--- src/hw/rtl/ps2mc_pkg.sv ---
`timescale 1ns / 1ps
// Shared types and constants for the PS/2 mouse packet cursor tracker.
// No dependencies; imported by the front, back and top-level modules of the block.
package ps2mc_pkg;

	// Default coordinate width of the cursor position
	localparam int COORD_BITS_DEF = 12;

	// Depth of the packet queue between front and back
	localparam int QUEUE_DEPTH = 2;

	// Screen size register width and reset values
	localparam int SIZE_BITS = 13;
	localparam logic [SIZE_BITS-1:0] SCREEN_WIDTH_RST  = 13'd1024;
	localparam logic [SIZE_BITS-1:0] SCREEN_HEIGHT_RST = 13'd768;

	// Header byte bit positions
	localparam int HDR_ALWAYS_ONE_BIT = 3;
	localparam int HDR_X_SIGN_BIT     = 4;
	localparam int HDR_Y_SIGN_BIT     = 5;
	localparam int HDR_X_OVF_BIT      = 6;
	localparam int HDR_Y_OVF_BIT      = 7;
	localparam int BUTTON_BITS        = 3;
	localparam int DELTA_BITS         = 9;

	// Configuration register indexes
	typedef enum logic [0:0] {
		CFG_SCREEN_WIDTH  = 1'b0,
		CFG_SCREEN_HEIGHT = 1'b1
	} cfg_reg_t;

	// Position within a three-byte packet
	typedef enum logic [2:0] {
		POS_HDR = 3'b001,
		POS_X   = 3'b010,
		POS_Y   = 3'b100
	} byte_pos_t;

	// One assembled packet
	typedef struct packed {
		logic [7:0] y_byte;
		logic [7:0] x_byte;
		logic [7:0] header;
	} pkt_t;

	// Highest legal coordinate for a screen size: size-1, zero counts as one,
	// saturated to the coordinate range.
	function automatic logic [15:0] size_to_limit(logic [SIZE_BITS-1:0] size, int cb);
		logic [15:0] lim;
		logic [16:0] cmax;
		begin
			lim  = (size == '0) ? 16'd0 : 16'(size - 13'd1);
			cmax = (17'd1 << cb) - 17'd1;
			if ({1'b0, lim} > cmax) begin
				lim = cmax[15:0];
			end
			return lim;
		end
	endfunction

endpackage

--- src/hw/rtl/ps2mc_front.sv ---
`timescale 1ns / 1ps
// Front end: takes controller bytes, drops non-aux bytes, frames packets.
// Depends on ps2mc_pkg; pushes complete packets into the packet queue.
module ps2mc_front (
	input  logic           clk,
	input  logic           arst_n,
	input  logic           in_valid,
	output logic           in_ready,
	input  logic [7:0]     data_byte,
	input  logic           from_aux,
	input  logic           queue_full,
	output logic           push,
	output ps2mc_pkg::pkt_t push_pkt
);
	import ps2mc_pkg::*;

	byte_pos_t  pos_q;
	logic [7:0] hdr_q;
	logic [7:0] xb_q;
	logic       take;

	// A word is taken whenever the queue has room; only aux words count
	assign in_ready = ~queue_full;
	assign take     = in_valid & in_ready & from_aux;
	assign push     = take & (pos_q == POS_Y);

	assign push_pkt.header = hdr_q;
	assign push_pkt.x_byte = xb_q;
	assign push_pkt.y_byte = data_byte;

	// Packet framing
	always_ff @(posedge clk or negedge arst_n) begin
		if (!arst_n) begin
			pos_q <= POS_HDR;
		end else if (take) begin
			case (pos_q)
				POS_X: begin
					pos_q <= POS_Y;
				end
				POS_Y: begin
					pos_q <= POS_HDR;
				end
				default: begin
					// header without the always-one bit: stay to resync
					if (data_byte[HDR_ALWAYS_ONE_BIT]) begin
						pos_q <= POS_X;
					end else begin
						pos_q <= POS_HDR;
					end
				end
			endcase
		end
	end

	// Header and X byte capture
	always_ff @(posedge clk) begin
		if (take) begin
			if (pos_q == POS_X) begin
				xb_q <= data_byte;
			end else if (pos_q != POS_Y && data_byte[HDR_ALWAYS_ONE_BIT]) begin
				hdr_q <= data_byte;
			end
		end
	end

endmodule

--- src/hw/rtl/ps2mc_fifo.sv ---
`timescale 1ns / 1ps
// Small register queue carrying packets from front to back.
// Depends on nothing but its parameters.
module ps2mc_fifo #(
	parameter int WIDTH = 24,
	parameter int DEPTH = 2
) (
	input  logic             clk,
	input  logic             arst_n,
	input  logic             push,
	input  logic [WIDTH-1:0] wdata,
	input  logic             pop,
	output logic [WIDTH-1:0] rdata,
	output logic             full,
	output logic             empty
);
	localparam int PW = (DEPTH > 1) ? $clog2(DEPTH) : 1;
	localparam int CW = $clog2(DEPTH + 1);

	logic [WIDTH-1:0] mem_q [DEPTH];
	logic [PW-1:0]    wr_ptr_q;
	logic [PW-1:0]    rd_ptr_q;
	logic [CW-1:0]    count_q;

	assign full  = (count_q == CW'(DEPTH));
	assign empty = (count_q == '0);
	assign rdata = mem_q[rd_ptr_q];

	// Pointers and fill count
	always_ff @(posedge clk or negedge arst_n) begin
		if (!arst_n) begin
			wr_ptr_q <= '0;
			rd_ptr_q <= '0;
			count_q  <= '0;
		end else begin
			if (push) begin
				wr_ptr_q <= (wr_ptr_q == PW'(DEPTH - 1)) ? '0 : wr_ptr_q + 1'b1;
			end
			if (pop) begin
				rd_ptr_q <= (rd_ptr_q == PW'(DEPTH - 1)) ? '0 : rd_ptr_q + 1'b1;
			end
			if (push && !pop) begin
				count_q <= count_q + 1'b1;
			end else if (pop && !push) begin
				count_q <= count_q - 1'b1;
			end
		end
	end

	// Storage
	always_ff @(posedge clk) begin
		if (push) begin
			mem_q[wr_ptr_q] <= wdata;
		end
	end

	a_no_overrun: assert property (@(posedge clk) disable iff (!arst_n)
		push |-> (!full || pop))
		else $error("packet queue written while full");
	a_no_underrun: assert property (@(posedge clk) disable iff (!arst_n)
		pop |-> !empty)
		else $error("packet queue read while empty");

endmodule

--- src/hw/rtl/ps2mc_back.sv ---
`timescale 1ns / 1ps
// Back end: decodes packets, moves and clamps the cursor, holds the result.
// Depends on ps2mc_pkg; reads packets from the packet queue.
module ps2mc_back #(
	parameter int COORD_BITS = ps2mc_pkg::COORD_BITS_DEF
) (
	input  logic                  clk,
	input  logic                  arst_n,
	input  ps2mc_pkg::pkt_t       pkt,
	input  logic                  queue_empty,
	output logic                  pop,
	input  logic [COORD_BITS-1:0] lim_x,
	input  logic [COORD_BITS-1:0] lim_y,
	output logic                  out_valid,
	input  logic                  out_ready,
	output logic [COORD_BITS-1:0] cursor_x,
	output logic [COORD_BITS-1:0] cursor_y,
	output logic [2:0]            button_bits,
	output logic signed [8:0]     move_x,
	output logic signed [8:0]     move_y,
	output logic                  x_overflowed,
	output logic                  y_overflowed
);
	import ps2mc_pkg::*;

	localparam int SW = COORD_BITS + 2;

	logic                   out_valid_q;
	logic [COORD_BITS-1:0]  pos_x_q;
	logic [COORD_BITS-1:0]  pos_y_q;
	logic [COORD_BITS-1:0]  cur_x_q;
	logic [COORD_BITS-1:0]  cur_y_q;
	logic [2:0]             btn_q;
	logic signed [8:0]      dx_q;
	logic signed [8:0]      dy_q;
	logic                   xo_q;
	logic                   yo_q;

	logic                   xo;
	logic                   yo;
	logic signed [8:0]      dx;
	logic signed [8:0]      dy;
	logic signed [SW-1:0]   sum_x;
	logic signed [SW-1:0]   sum_y;
	logic [COORD_BITS-1:0]  new_x;
	logic [COORD_BITS-1:0]  new_y;

	// Take a packet when the output register is free or draining
	assign pop = ~queue_empty & (~out_valid_q | out_ready);

	// Deltas: overflow forces zero, sign bit is the ninth bit
	assign xo = pkt.header[HDR_X_OVF_BIT];
	assign yo = pkt.header[HDR_Y_OVF_BIT];
	assign dx = xo ? '0 : $signed({pkt.header[HDR_X_SIGN_BIT], pkt.x_byte});
	assign dy = yo ? '0 : $signed({pkt.header[HDR_Y_SIGN_BIT], pkt.y_byte});

	// Move: X adds, Y subtracts (screen rows grow downward)
	assign sum_x = $signed({2'b00, pos_x_q}) + SW'(dx);
	assign sum_y = $signed({2'b00, pos_y_q}) - SW'(dy);

	// Clamp to 0 .. limit
	always_comb begin
		if (sum_x[SW-1]) begin
			new_x = '0;
		end else if (sum_x > $signed({2'b00, lim_x})) begin
			new_x = lim_x;
		end else begin
			new_x = sum_x[COORD_BITS-1:0];
		end
		if (sum_y[SW-1]) begin
			new_y = '0;
		end else if (sum_y > $signed({2'b00, lim_y})) begin
			new_y = lim_y;
		end else begin
			new_y = sum_y[COORD_BITS-1:0];
		end
	end

	// Control and cursor state
	always_ff @(posedge clk or negedge arst_n) begin
		if (!arst_n) begin
			out_valid_q <= 1'b0;
			pos_x_q     <= '0;
			pos_y_q     <= '0;
		end else begin
			if (pop) begin
				out_valid_q <= 1'b1;
				pos_x_q     <= new_x;
				pos_y_q     <= new_y;
			end else if (out_ready) begin
				out_valid_q <= 1'b0;
			end
		end
	end

	// Output word register
	always_ff @(posedge clk) begin
		if (pop) begin
			cur_x_q <= new_x;
			cur_y_q <= new_y;
			btn_q   <= pkt.header[BUTTON_BITS-1:0];
			dx_q    <= dx;
			dy_q    <= dy;
			xo_q    <= xo;
			yo_q    <= yo;
		end
	end

	assign out_valid    = out_valid_q;
	assign cursor_x     = cur_x_q;
	assign cursor_y     = cur_y_q;
	assign button_bits  = btn_q;
	assign move_x       = dx_q;
	assign move_y       = dy_q;
	assign x_overflowed = xo_q;
	assign y_overflowed = yo_q;

	a_cursor_tracks_pos: assert property (@(posedge clk) disable iff (!arst_n)
		out_valid_q |-> (cur_x_q == pos_x_q && cur_y_q == pos_y_q))
		else $error("shown cursor differs from kept position");
	a_ovf_zero_delta: assert property (@(posedge clk) disable iff (!arst_n)
		(out_valid_q && (xo_q || yo_q)) |->
		((!xo_q || dx_q == '0) && (!yo_q || dy_q == '0)))
		else $error("overflowed delta is not zero");
	a_in_bounds: assert property (@(posedge clk) disable iff (!arst_n)
		pop |=> (pos_x_q <= $past(lim_x) && pos_y_q <= $past(lim_y)))
		else $error("cursor left the screen");

endmodule

--- src/hw/rtl/ps2_mouse_packet_cursor_tracker.sv ---
`timescale 1ns / 1ps
// PS/2 mouse packet cursor tracker, top level: stream ports and screen size registers.
// Depends on ps2mc_pkg, ps2mc_front, ps2mc_fifo and ps2mc_back.
//
// Accepts one controller byte per clock on the slave stream while the queue has room
// (tuser marks bytes from the auxiliary port; others are dropped). Every third aux byte
// of a framed packet produces one result word on the master stream, registered behind the
// packet queue, holding the clamped cursor, buttons, deltas and overflow flags. The front
// framer takes a byte every cycle while the two-entry packet queue has room; the back end
// retires one packet per cycle into its output register while it is free or draining, so
// the sustained rate is one byte per clock while m_tready is high. Screen sizes are written
// through the cfg channel (always ready) and take effect on the next clock; write them only
// while no packet is in flight. No clearing pass is needed after reset.
module ps2_mouse_packet_cursor_tracker #(
	parameter int COORD_BITS = ps2mc_pkg::COORD_BITS_DEF,
	localparam int OUT_W = ((2 * COORD_BITS + 23 + 7) / 8) * 8
) (
	input  logic                          clk,
	input  logic                          arst_n,
	input  logic                          s_tvalid,
	output logic                          s_tready,
	input  logic [7:0]                    s_tdata,   // [7:0] data_byte
	input  logic                          s_tuser,   // [0] from_aux
	output logic                          m_tvalid,
	input  logic                          m_tready,
	// low to high: cursor_x, cursor_y, button_bits, move_x, move_y,
	// x_overflowed, y_overflowed, zero fill
	output logic [OUT_W-1:0]              m_tdata,
	input  logic                          cfg_valid,
	output logic                          cfg_ready,
	input  ps2mc_pkg::cfg_reg_t           cfg_index,
	input  logic [ps2mc_pkg::SIZE_BITS-1:0] cfg_data
);
	import ps2mc_pkg::*;

	localparam int PAD_W = OUT_W - (2 * COORD_BITS + 23);
	localparam logic [15:0] LIM_X_RST = size_to_limit(SCREEN_WIDTH_RST, COORD_BITS);
	localparam logic [15:0] LIM_Y_RST = size_to_limit(SCREEN_HEIGHT_RST, COORD_BITS);

	logic [COORD_BITS-1:0] lim_x_q;
	logic [COORD_BITS-1:0] lim_y_q;
	logic [15:0]           cfg_lim;

	logic                  push;
	pkt_t                  push_pkt;
	logic                  pop;
	logic [$bits(pkt_t)-1:0] head_raw;
	pkt_t                  head_pkt;
	logic                  q_full;
	logic                  q_empty;

	logic [COORD_BITS-1:0] cursor_x;
	logic [COORD_BITS-1:0] cursor_y;
	logic [2:0]            button_bits;
	logic signed [8:0]     move_x;
	logic signed [8:0]     move_y;
	logic                  x_overflowed;
	logic                  y_overflowed;

	// Screen size registers, kept as the highest legal coordinate
	assign cfg_ready = 1'b1;
	assign cfg_lim   = size_to_limit(cfg_data, COORD_BITS);

	always_ff @(posedge clk or negedge arst_n) begin
		if (!arst_n) begin
			lim_x_q <= LIM_X_RST[COORD_BITS-1:0];
			lim_y_q <= LIM_Y_RST[COORD_BITS-1:0];
		end else if (cfg_valid) begin
			case (cfg_index)
				CFG_SCREEN_WIDTH: begin
					lim_x_q <= cfg_lim[COORD_BITS-1:0];
				end
				CFG_SCREEN_HEIGHT: begin
					lim_y_q <= cfg_lim[COORD_BITS-1:0];
				end
				default: begin
					lim_x_q <= lim_x_q;
				end
			endcase
		end
	end

	// Packet framer
	ps2mc_front u_front (
		.clk        (clk),
		.arst_n     (arst_n),
		.in_valid   (s_tvalid),
		.in_ready   (s_tready),
		.data_byte  (s_tdata),
		.from_aux   (s_tuser),
		.queue_full (q_full),
		.push       (push),
		.push_pkt   (push_pkt)
	);

	// Packet queue
	ps2mc_fifo #(
		.WIDTH ($bits(pkt_t)),
		.DEPTH (QUEUE_DEPTH)
	) u_fifo (
		.clk    (clk),
		.arst_n (arst_n),
		.push   (push),
		.wdata  (push_pkt),
		.pop    (pop),
		.rdata  (head_raw),
		.full   (q_full),
		.empty  (q_empty)
	);

	assign head_pkt = pkt_t'(head_raw);

	// Decode and cursor update
	ps2mc_back #(
		.COORD_BITS (COORD_BITS)
	) u_back (
		.clk          (clk),
		.arst_n       (arst_n),
		.pkt          (head_pkt),
		.queue_empty  (q_empty),
		.pop          (pop),
		.lim_x        (lim_x_q),
		.lim_y        (lim_y_q),
		.out_valid    (m_tvalid),
		.out_ready    (m_tready),
		.cursor_x     (cursor_x),
		.cursor_y     (cursor_y),
		.button_bits  (button_bits),
		.move_x       (move_x),
		.move_y       (move_y),
		.x_overflowed (x_overflowed),
		.y_overflowed (y_overflowed)
	);

	// Result word packing
	assign m_tdata = {{PAD_W{1'b0}}, y_overflowed, x_overflowed, move_y, move_x,
		button_bits, cursor_y, cursor_x};

endmodule
--- config.mk ---
export PLATFORM = sky130hd
export DESIGN_NAME = ps2_mouse_packet_cursor_tracker
export DESIGN_NICKNAME = d
export VERILOG_FILES = /design/src/hw/rtl/ps2mc_pkg.sv /design/src/hw/rtl/ps2mc_front.sv /design/src/hw/rtl/ps2mc_fifo.sv /design/src/hw/rtl/ps2mc_back.sv /design/src/hw/rtl/ps2_mouse_packet_cursor_tracker.sv
export SDC_FILE = /design/constraint.sdc
export NUM_CORES = 1
export LEC_CHECK = 0
export ABC_AREA = 1
export BUFFER_PORTS_ARGS = -buffer_cell sky130_fd_sc_hd__buf_4
export CAP_MARGIN = 25
export CORE_MARGIN = 1
export CORE_UTILIZATION = 55
export CTS_BUF_LIST = sky130_fd_sc_hd__clkbuf_8
export CTS_CLUSTER_DIAMETER = 60
export DETAILED_ROUTE_END_ITERATION = 10
export PLACE_DENSITY = 0.75
export REMOVE_ABC_BUFFERS = 1
export SYNTH_ARGS = -nofsm -noshare
export SYNTH_HDL_FRONTEND = slang
export SYNTH_SLANG_ARGS = --single-unit
--- constraint.sdc ---
create_clock -name clk -period 10.32 [get_ports clk]
set_input_delay 0 -clock clk [delete_from_list [all_inputs] [get_ports clk]]
set_output_delay 0 -clock clk [all_outputs]
set_load 0.05 [all_outputs]
======== Word level (Yosys, flattened, before mapping) ========
Memories as Yosys holds them, arrays and structs flattened.
Cells that the tools add are included.
cells by class
  $add $sub $neg .......................... 7
  $mul .................................... 0
  divide/modulo/power cells ............... 0
  order comparisons ....................... 3
  equal/unequal tests ..................... 4
  shift-type cells ........................ 0
  mux-type cells .......................... 18
  bitwise logic cells ..................... 10
  reduce and logical (&&, ||, !) cells .... 13
operator list
  kind                                                                                count
  12-bit 2-to-1 mux                                                                   5
  14-bit by 13-bit greater-than comparator with 1-bit output                          2
  9-bit 2-to-1 mux                                                                    2
  16-bit by 12-bit greater-than comparator with 1-bit output (second input constant)  1
  16-bit 2-to-1 mux                                                                   1
  13-bit by 9-bit adder with 14-bit output                                            1
  13-bit by 1-bit subtractor with 14-bit output (second input constant)               1
  13-bit by 9-bit subtractor with 14-bit output                                       1
  13-bit logical NOT                                                                  1
  1-bit 2-to-1 mux                                                                    6
  2-bit 2-to-1 mux                                                                    3
  3-bit case mux with 2 select lines                                                  1
  2-bit AND reduction                                                                 3
  1-bit NOT                                                                           5
  1-bit AND                                                                           4
  2-bit nonzero test                                                                  2
  3-bit by 2-bit == test with 1-bit output (second input constant)                    1
  3-bit == test (second input constant)                                               1
  1-bit logical AND                                                                   3
  3-bit inequality test (second input constant)                                       1
  3-bit AND reduction                                                                 1
  1-bit adder (second input constant)                                                 2
  2-bit by 1-bit adder with 2-bit output (second input constant)                      1
  2-bit == test (second input constant)                                               1
  other kinds (4)                                                                     5
storage, ports and cells
  flip-flop bits (word level) ............. 119
  bits in latches ......................... 0
  bits in writable memories ............... 48
  ROM bits ................................ 0
  input port bits ......................... 28
  output and inout port bits .............. 51
  word-level logic and storage cells ...... 74
  memories kept ........................... 1
memory list
  memory        words  width  read ports  clocked after Yosys merged registers in  wr ports  line              source
  u_fifo.mem_q  2      24     1           0                                        1         ps2mc_fifo.sv:20  logic [WIDTH-1:0] mem_q [DEPTH];

======== Logic depth before layout (Yosys ltp) ========
  word-level depth ........................ 9
  mapped depth ............................ 33
  mapped depth without buffers ............ 29

======== Cells and area by module ========
Synthesis repeated with hierarchy kept, for this count alone.
second synthesis, totals
  cell total of the unflattened synthesis .. 980
  area, all modules ....................... 9322.7 um^2
modules (own cells, without submodules)
  module                           instances  cells each  area an instance (um^2)  sequential area each (um^2)
  ps2mc_back                       1          619         5027.3                   2037.0
  ps2mc_fifo                       1          100         2040.7                   1541.5
  ps2_mouse_packet_cursor_tracker  1          211         1524.0                   624.3
  ps2mc_front                      1          50          730.7                    556.8

======== Worst setup path after synthesis ========
Ideal clock, no wire load.
  kind .................................... flip-flop to flip-flop
  from .................................... reg u_fifo.rd_ptr_q
  to ...................................... reg u_back.cur_y_q[10], in the netlist u_back.cursor_y[10] (data pin)
  library setup time ...................... 0.255 ns
  arrival ................................. 3.879 ns
  data required time ...................... 10.065 ns
  slack ................................... 6.186 ns
  stages on the path, launching flop included .. 28
  buffers on the path ..................... 4
  clock period less this slack ............ 4.134 ns
  path through ............................ dfrtp_1 -> buf_4 -> inv_2 -> clkbuf_1 -> clkbuf_1 -> nand2_1 -> nand2_1 -> nand2_1 -> inv_1 -> ha_1 -> inv_1 -> fa_1 -> a21oi_2 -> o21ai_0 -> or2_2 -> nand2_1 -> inv_1 -> ha_1 -> nand2_1 -> nand2_1 -> nand2_1 -> nand2_1 -> a21boi_0 -> nand3_1 -> nand2_1 -> clkbuf_1 -> nand4_1 -> and3_1
on the way
  cells in the longest elaborated chain, start to end .. 6
ends and longest elaborated chain
  what                                                        line               source
  from (decl)                                                 ps2mc_fifo.sv:22   logic [PW-1:0] rd_ptr_q;
  from (signal assigned)                                      ps2mc_fifo.sv:40   rd_ptr_q <= (rd_ptr_q == PW'(DEPTH - 1)) ? '0 : rd_ptr_q + 1'b1;
  memory 2 x 24 bit (*)                                       n/a
  9-bit 2-to-1 mux (*)                                        ps2mc_back.sv:55   assign dy = yo ? '0 : $signed({pkt.header[HDR_Y_SIGN_BIT], pkt.y_byte});
  named net u_back.dy[0]                                      ps2mc_back.sv:42   logic signed [8:0] dy;
  13-bit by 9-bit subtractor with 14-bit output (*)           ps2mc_back.sv:59   assign sum_y = $signed({2'b00, pos_y_q}) - SW'(dy);
  14-bit by 13-bit greater-than comparator with 1-bit output  ps2mc_back.sv:72   end else if (sum_y > $signed({2'b00, lim_y})) begin
  12-bit 2-to-1 mux                                           ps2mc_back.sv:72
  12-bit 2-to-1 mux (*)                                       ps2mc_back.sv:70   if (sum_y[SW-1]) begin
  named net u_back.new_y[10]                                  ps2mc_back.sv:46   logic [COORD_BITS-1:0] new_y;
  to (signal assigned)                                        ps2mc_back.sv:100  cur_y_q <= new_y;
  to (decl)                                                   ps2mc_back.sv:32   logic [COORD_BITS-1:0] cur_y_q;
The timed path passes the listed nets; every way through them passes the cells marked *.
A chain may end at the register's enable or synchronous reset.

======== Worst setup path after layout ========
  from .................................... reg u_fifo.rd_ptr_q
  to ...................................... reg u_back.cur_y_q[5], in the netlist u_back.cursor_y[5] (data pin)
Same word-level chain as after synthesis.

==> results.yml <==
die:
  dieHeight_um: 129.5
  die_area_um2: 16770
  num_rows: 46
  io_pins: 79
  start_util: 0.5629
  fp.coreArea_um2: 15890
  die_w_um: 129.5
timing:
  fin_crit_sh: 0.4837
  tns_ps: 0
  setup-violations-final: 0
  min_period_ps: 4991
  maxSlewHeadroom: 0.3428
  tightest_slew_ps: 979.7
  grt_setup_unrepaired: "false"
  skew_ps: 20.84
  hold_violations: 0
  slew_viol_final: 0
  clock.fmax_ghz: 0.2004
global_route:
  gr-total-overflow: 0
  grt_pass1_vias: 6465
  grtUsageTotal: 0.2520
  grt_pass1_wl_um: 31900
  grt_max_degree: 74
  antenna_found_initial: 0
run_status:
  status: "finished, final reports clean"
final_layout:
  layout_common_cells: "nand2_1 (330), inv_1 (147), edfxtp_1 (108)"
  synthToLayoutAreaGrowth_pct: 15.29
  layout_commonest_cell: "nand2_1"
  drive_gt1_frac: 0.1359
  nets: 1183
  n_antenna_cell: 0
clock_network:
  post_cts_resized: 0
  cts_buffer_depth: 2
  cts.clk_slew.worst_paths_ps: 90
  cts_sinks: 164
  h-tree-depth: 4
  numCtsBuffers: 17
  cts_tree: "done"
  insertion_delay_ps: 460
  clock_tree.root_cell: "clkbuf_8"
drt:
  antenna_left: 0
  vias: 6929
  vias_per_cell: 5.222
  drt_iter0_drc: 486
  first_pass_iters: 5
  routed_wl_um: 19810
  wl_per_cell_um: 14.93
  drc: 0
min_path:
  hold_path.class: "in2reg"
synth:
  yosys_warnings: 0
  yosysUniqueCellTypes: 44
  syn_area_um2: 8941
  synth-edff-count: 108
  async_flop_share: 0.3415
  ys_seq_elements: 164
  synthCells: 1006
  synth_area_per_cell_um2: 8.888
  synth_seq_area_share: 0.5223
  ys.flop_type: "edfxtp_1"
worst_setup_path:
  critPathMaxStageDelay_ps: 460
  worstSetupStartpointType: "register"
  cp_slowest_cell: "fa_1"
  crit_arrival_ps: 5200
  criticalPathCategory: "reg2reg"
  critPathRequiredTime_ps: 10530
  critPathCaptureType: "register"
  cp_common_cell: "nand2_1"
  cp_max_fo: 26
placed_design:
  io_buffers: 76
  place_congestion: 0.8880
  hpwl_um: 14010
run:
  cap_violations: 0
-- flip-flops by register name, summed over array words and instances, names as in the netlist, 7 cells and up --
name and count:
u_fifo.mem_q 46, lim_x_q 12, lim_y_q 12, u_back.cursor_x 12, u_back.cursor_y 12, u_back.pos_x_q 12, u_back.pos_y_q 12, u_back.move_x 9
u_back.move_y 9, u_front.xb_q 8, u_front.hdr_q 7
-- per-layer routing --
| layer | vias up | GRT usage | share of wire |
|---|---|---|---|
| met3 | 31 | 0.05367 | 0.051 |
| met5 | - | 0 | 0 |
| met4 | 0 | 0.08892 | 0.021 |
| met1 | 3242 | 0.3125 | 0.43 |
| li1 | 3457 | - | - |
| met2 | 199 | 0.4364 | 0.49 |
-- cell type report --
class                           instances  area (um2)
Clock buffer                           17       234.0
Clock inverter                         15       192.7
Tap cell                              216       270.3
Fill cell                            1337        5577
Timing Repair Buffer                  102       813.3
Multi-Input combinational cell        662        3561
Sequential cell                       164        4669
Inverter                              151       568.0
-- cells in the mapped netlist (2+ instances only) --
| cell | number | area share |
|---|---|---|
| nor4_1 | 2 | 0.0014 |
| inv_1 | 147 | 0.062 |
| fa_1 | 2 | 0.0045 |
| buf_4 | 7 | 0.0059 |
| buf_1 | 2 | 0.00084 |
| edfxtp_1 | 108 | 0.36 |
| nand2_1 | 330 | 0.14 |
| nand4_1 | 37 | 0.026 |
| nand3_1 | 44 | 0.025 |
| nand3b_1 | 4 | 0.0034 |
| buf_2 | 4 | 0.0022 |
| nand2_4 | 2 | 0.0025 |
| nor2_1 | 47 | 0.020 |
| conb_1 | 2 | 0.00084 |
| o21bai_1 | 6 | 0.0050 |
| buf_6 | 2 | 0.0025 |
| xor2_1 | 20 | 0.020 |
| xnor2_1 | 5 | 0.0049 |
| and3_1 | 19 | 0.013 |
| nor3_1 | 5 | 0.0028 |
| dfstp_2 | 20 | 0.059 |
| dfrtp_1 | 36 | 0.10 |
| clkbuf_1 | 14 | 0.0059 |
| inv_2 | 2 | 0.00084 |
| a21oi_1 | 22 | 0.012 |
| o21ai_0 | 43 | 0.024 |
| o21ai_1 | 2 | 0.0011 |
| ha_1 | 55 | 0.077 |
| a21oi_2 | 2 | 0.0020 |
-- cell families after synthesis --
| family | count (synthesis) | synth area share |
|---|---|---|
| flip-flops | 164 | 0.5222 |
| AO/OA/AOI/OAI | 81 | 0.05066 |
| buffers and inverters | 180 | 0.08088 |
| other | 2 | 0.0008399 |
| AND/OR/NAND/NOR | 497 | 0.2394 |
| XOR/XNOR | 25 | 0.02449 |
| adder cells (fa/ha/maj) | 57 | 0.08144 |
-- per-stage QoR --
step / util / hold WS (ps) / setup WS (ps) / std cells / instance area [um2]
global route: 0.6489 / 63.57 / 4890 / 1327 / 10310
detailed placement: 0.6101 / 118.9 / 5459 / 1276 / 9692
floorplan: - / -295.6 / 5466 / 977 / 8786
finish: 0.6489 / 35.02 / 5329 / 1327 / 10310
global placement: 0.6101 / 122.4 / 5518 / 1276 / 9692
CTS: 0.6489 / 15.25 / 5399 / 1327 / 10310
-- path summary, 6_finish.rpt --
check	from	depth (start not counted)	to	slack (ps)
min	cfg_data[4]	5	lim_x_q[4]	40
max	u_fifo.rd_ptr_q	25	u_back.cursor_y[5]	5330
max in group asynchronous	arst_n	2	lim_y_q[11]	9620
min in group asynchronous	arst_n	2	u_back.pos_x_q[7]	160
min reg2reg	u_front.hdr_q[5]	0	u_fifo.mem_q[1][5]	460
max reg2reg	u_fifo.rd_ptr_q	25	u_back.cursor_y[5]	5330
-- worst max-delay path: cells and delay by family, from the launching register on --
kind            cells  cell delay (ps)
simple gates       12             2050
compound gates      5              820
flops               1              330
buf+inv             5              780
fa+ha+maj           3              770
-- timing repair --
action,4_1_cts,5_1_grt
endpoints found under the hold margin,80,0
hold buffers,19,0
setup buffers,0,0
Power is not shown: default switching activity piles up to over one toggle a cycle in this logic, so the estimate is an artifact.
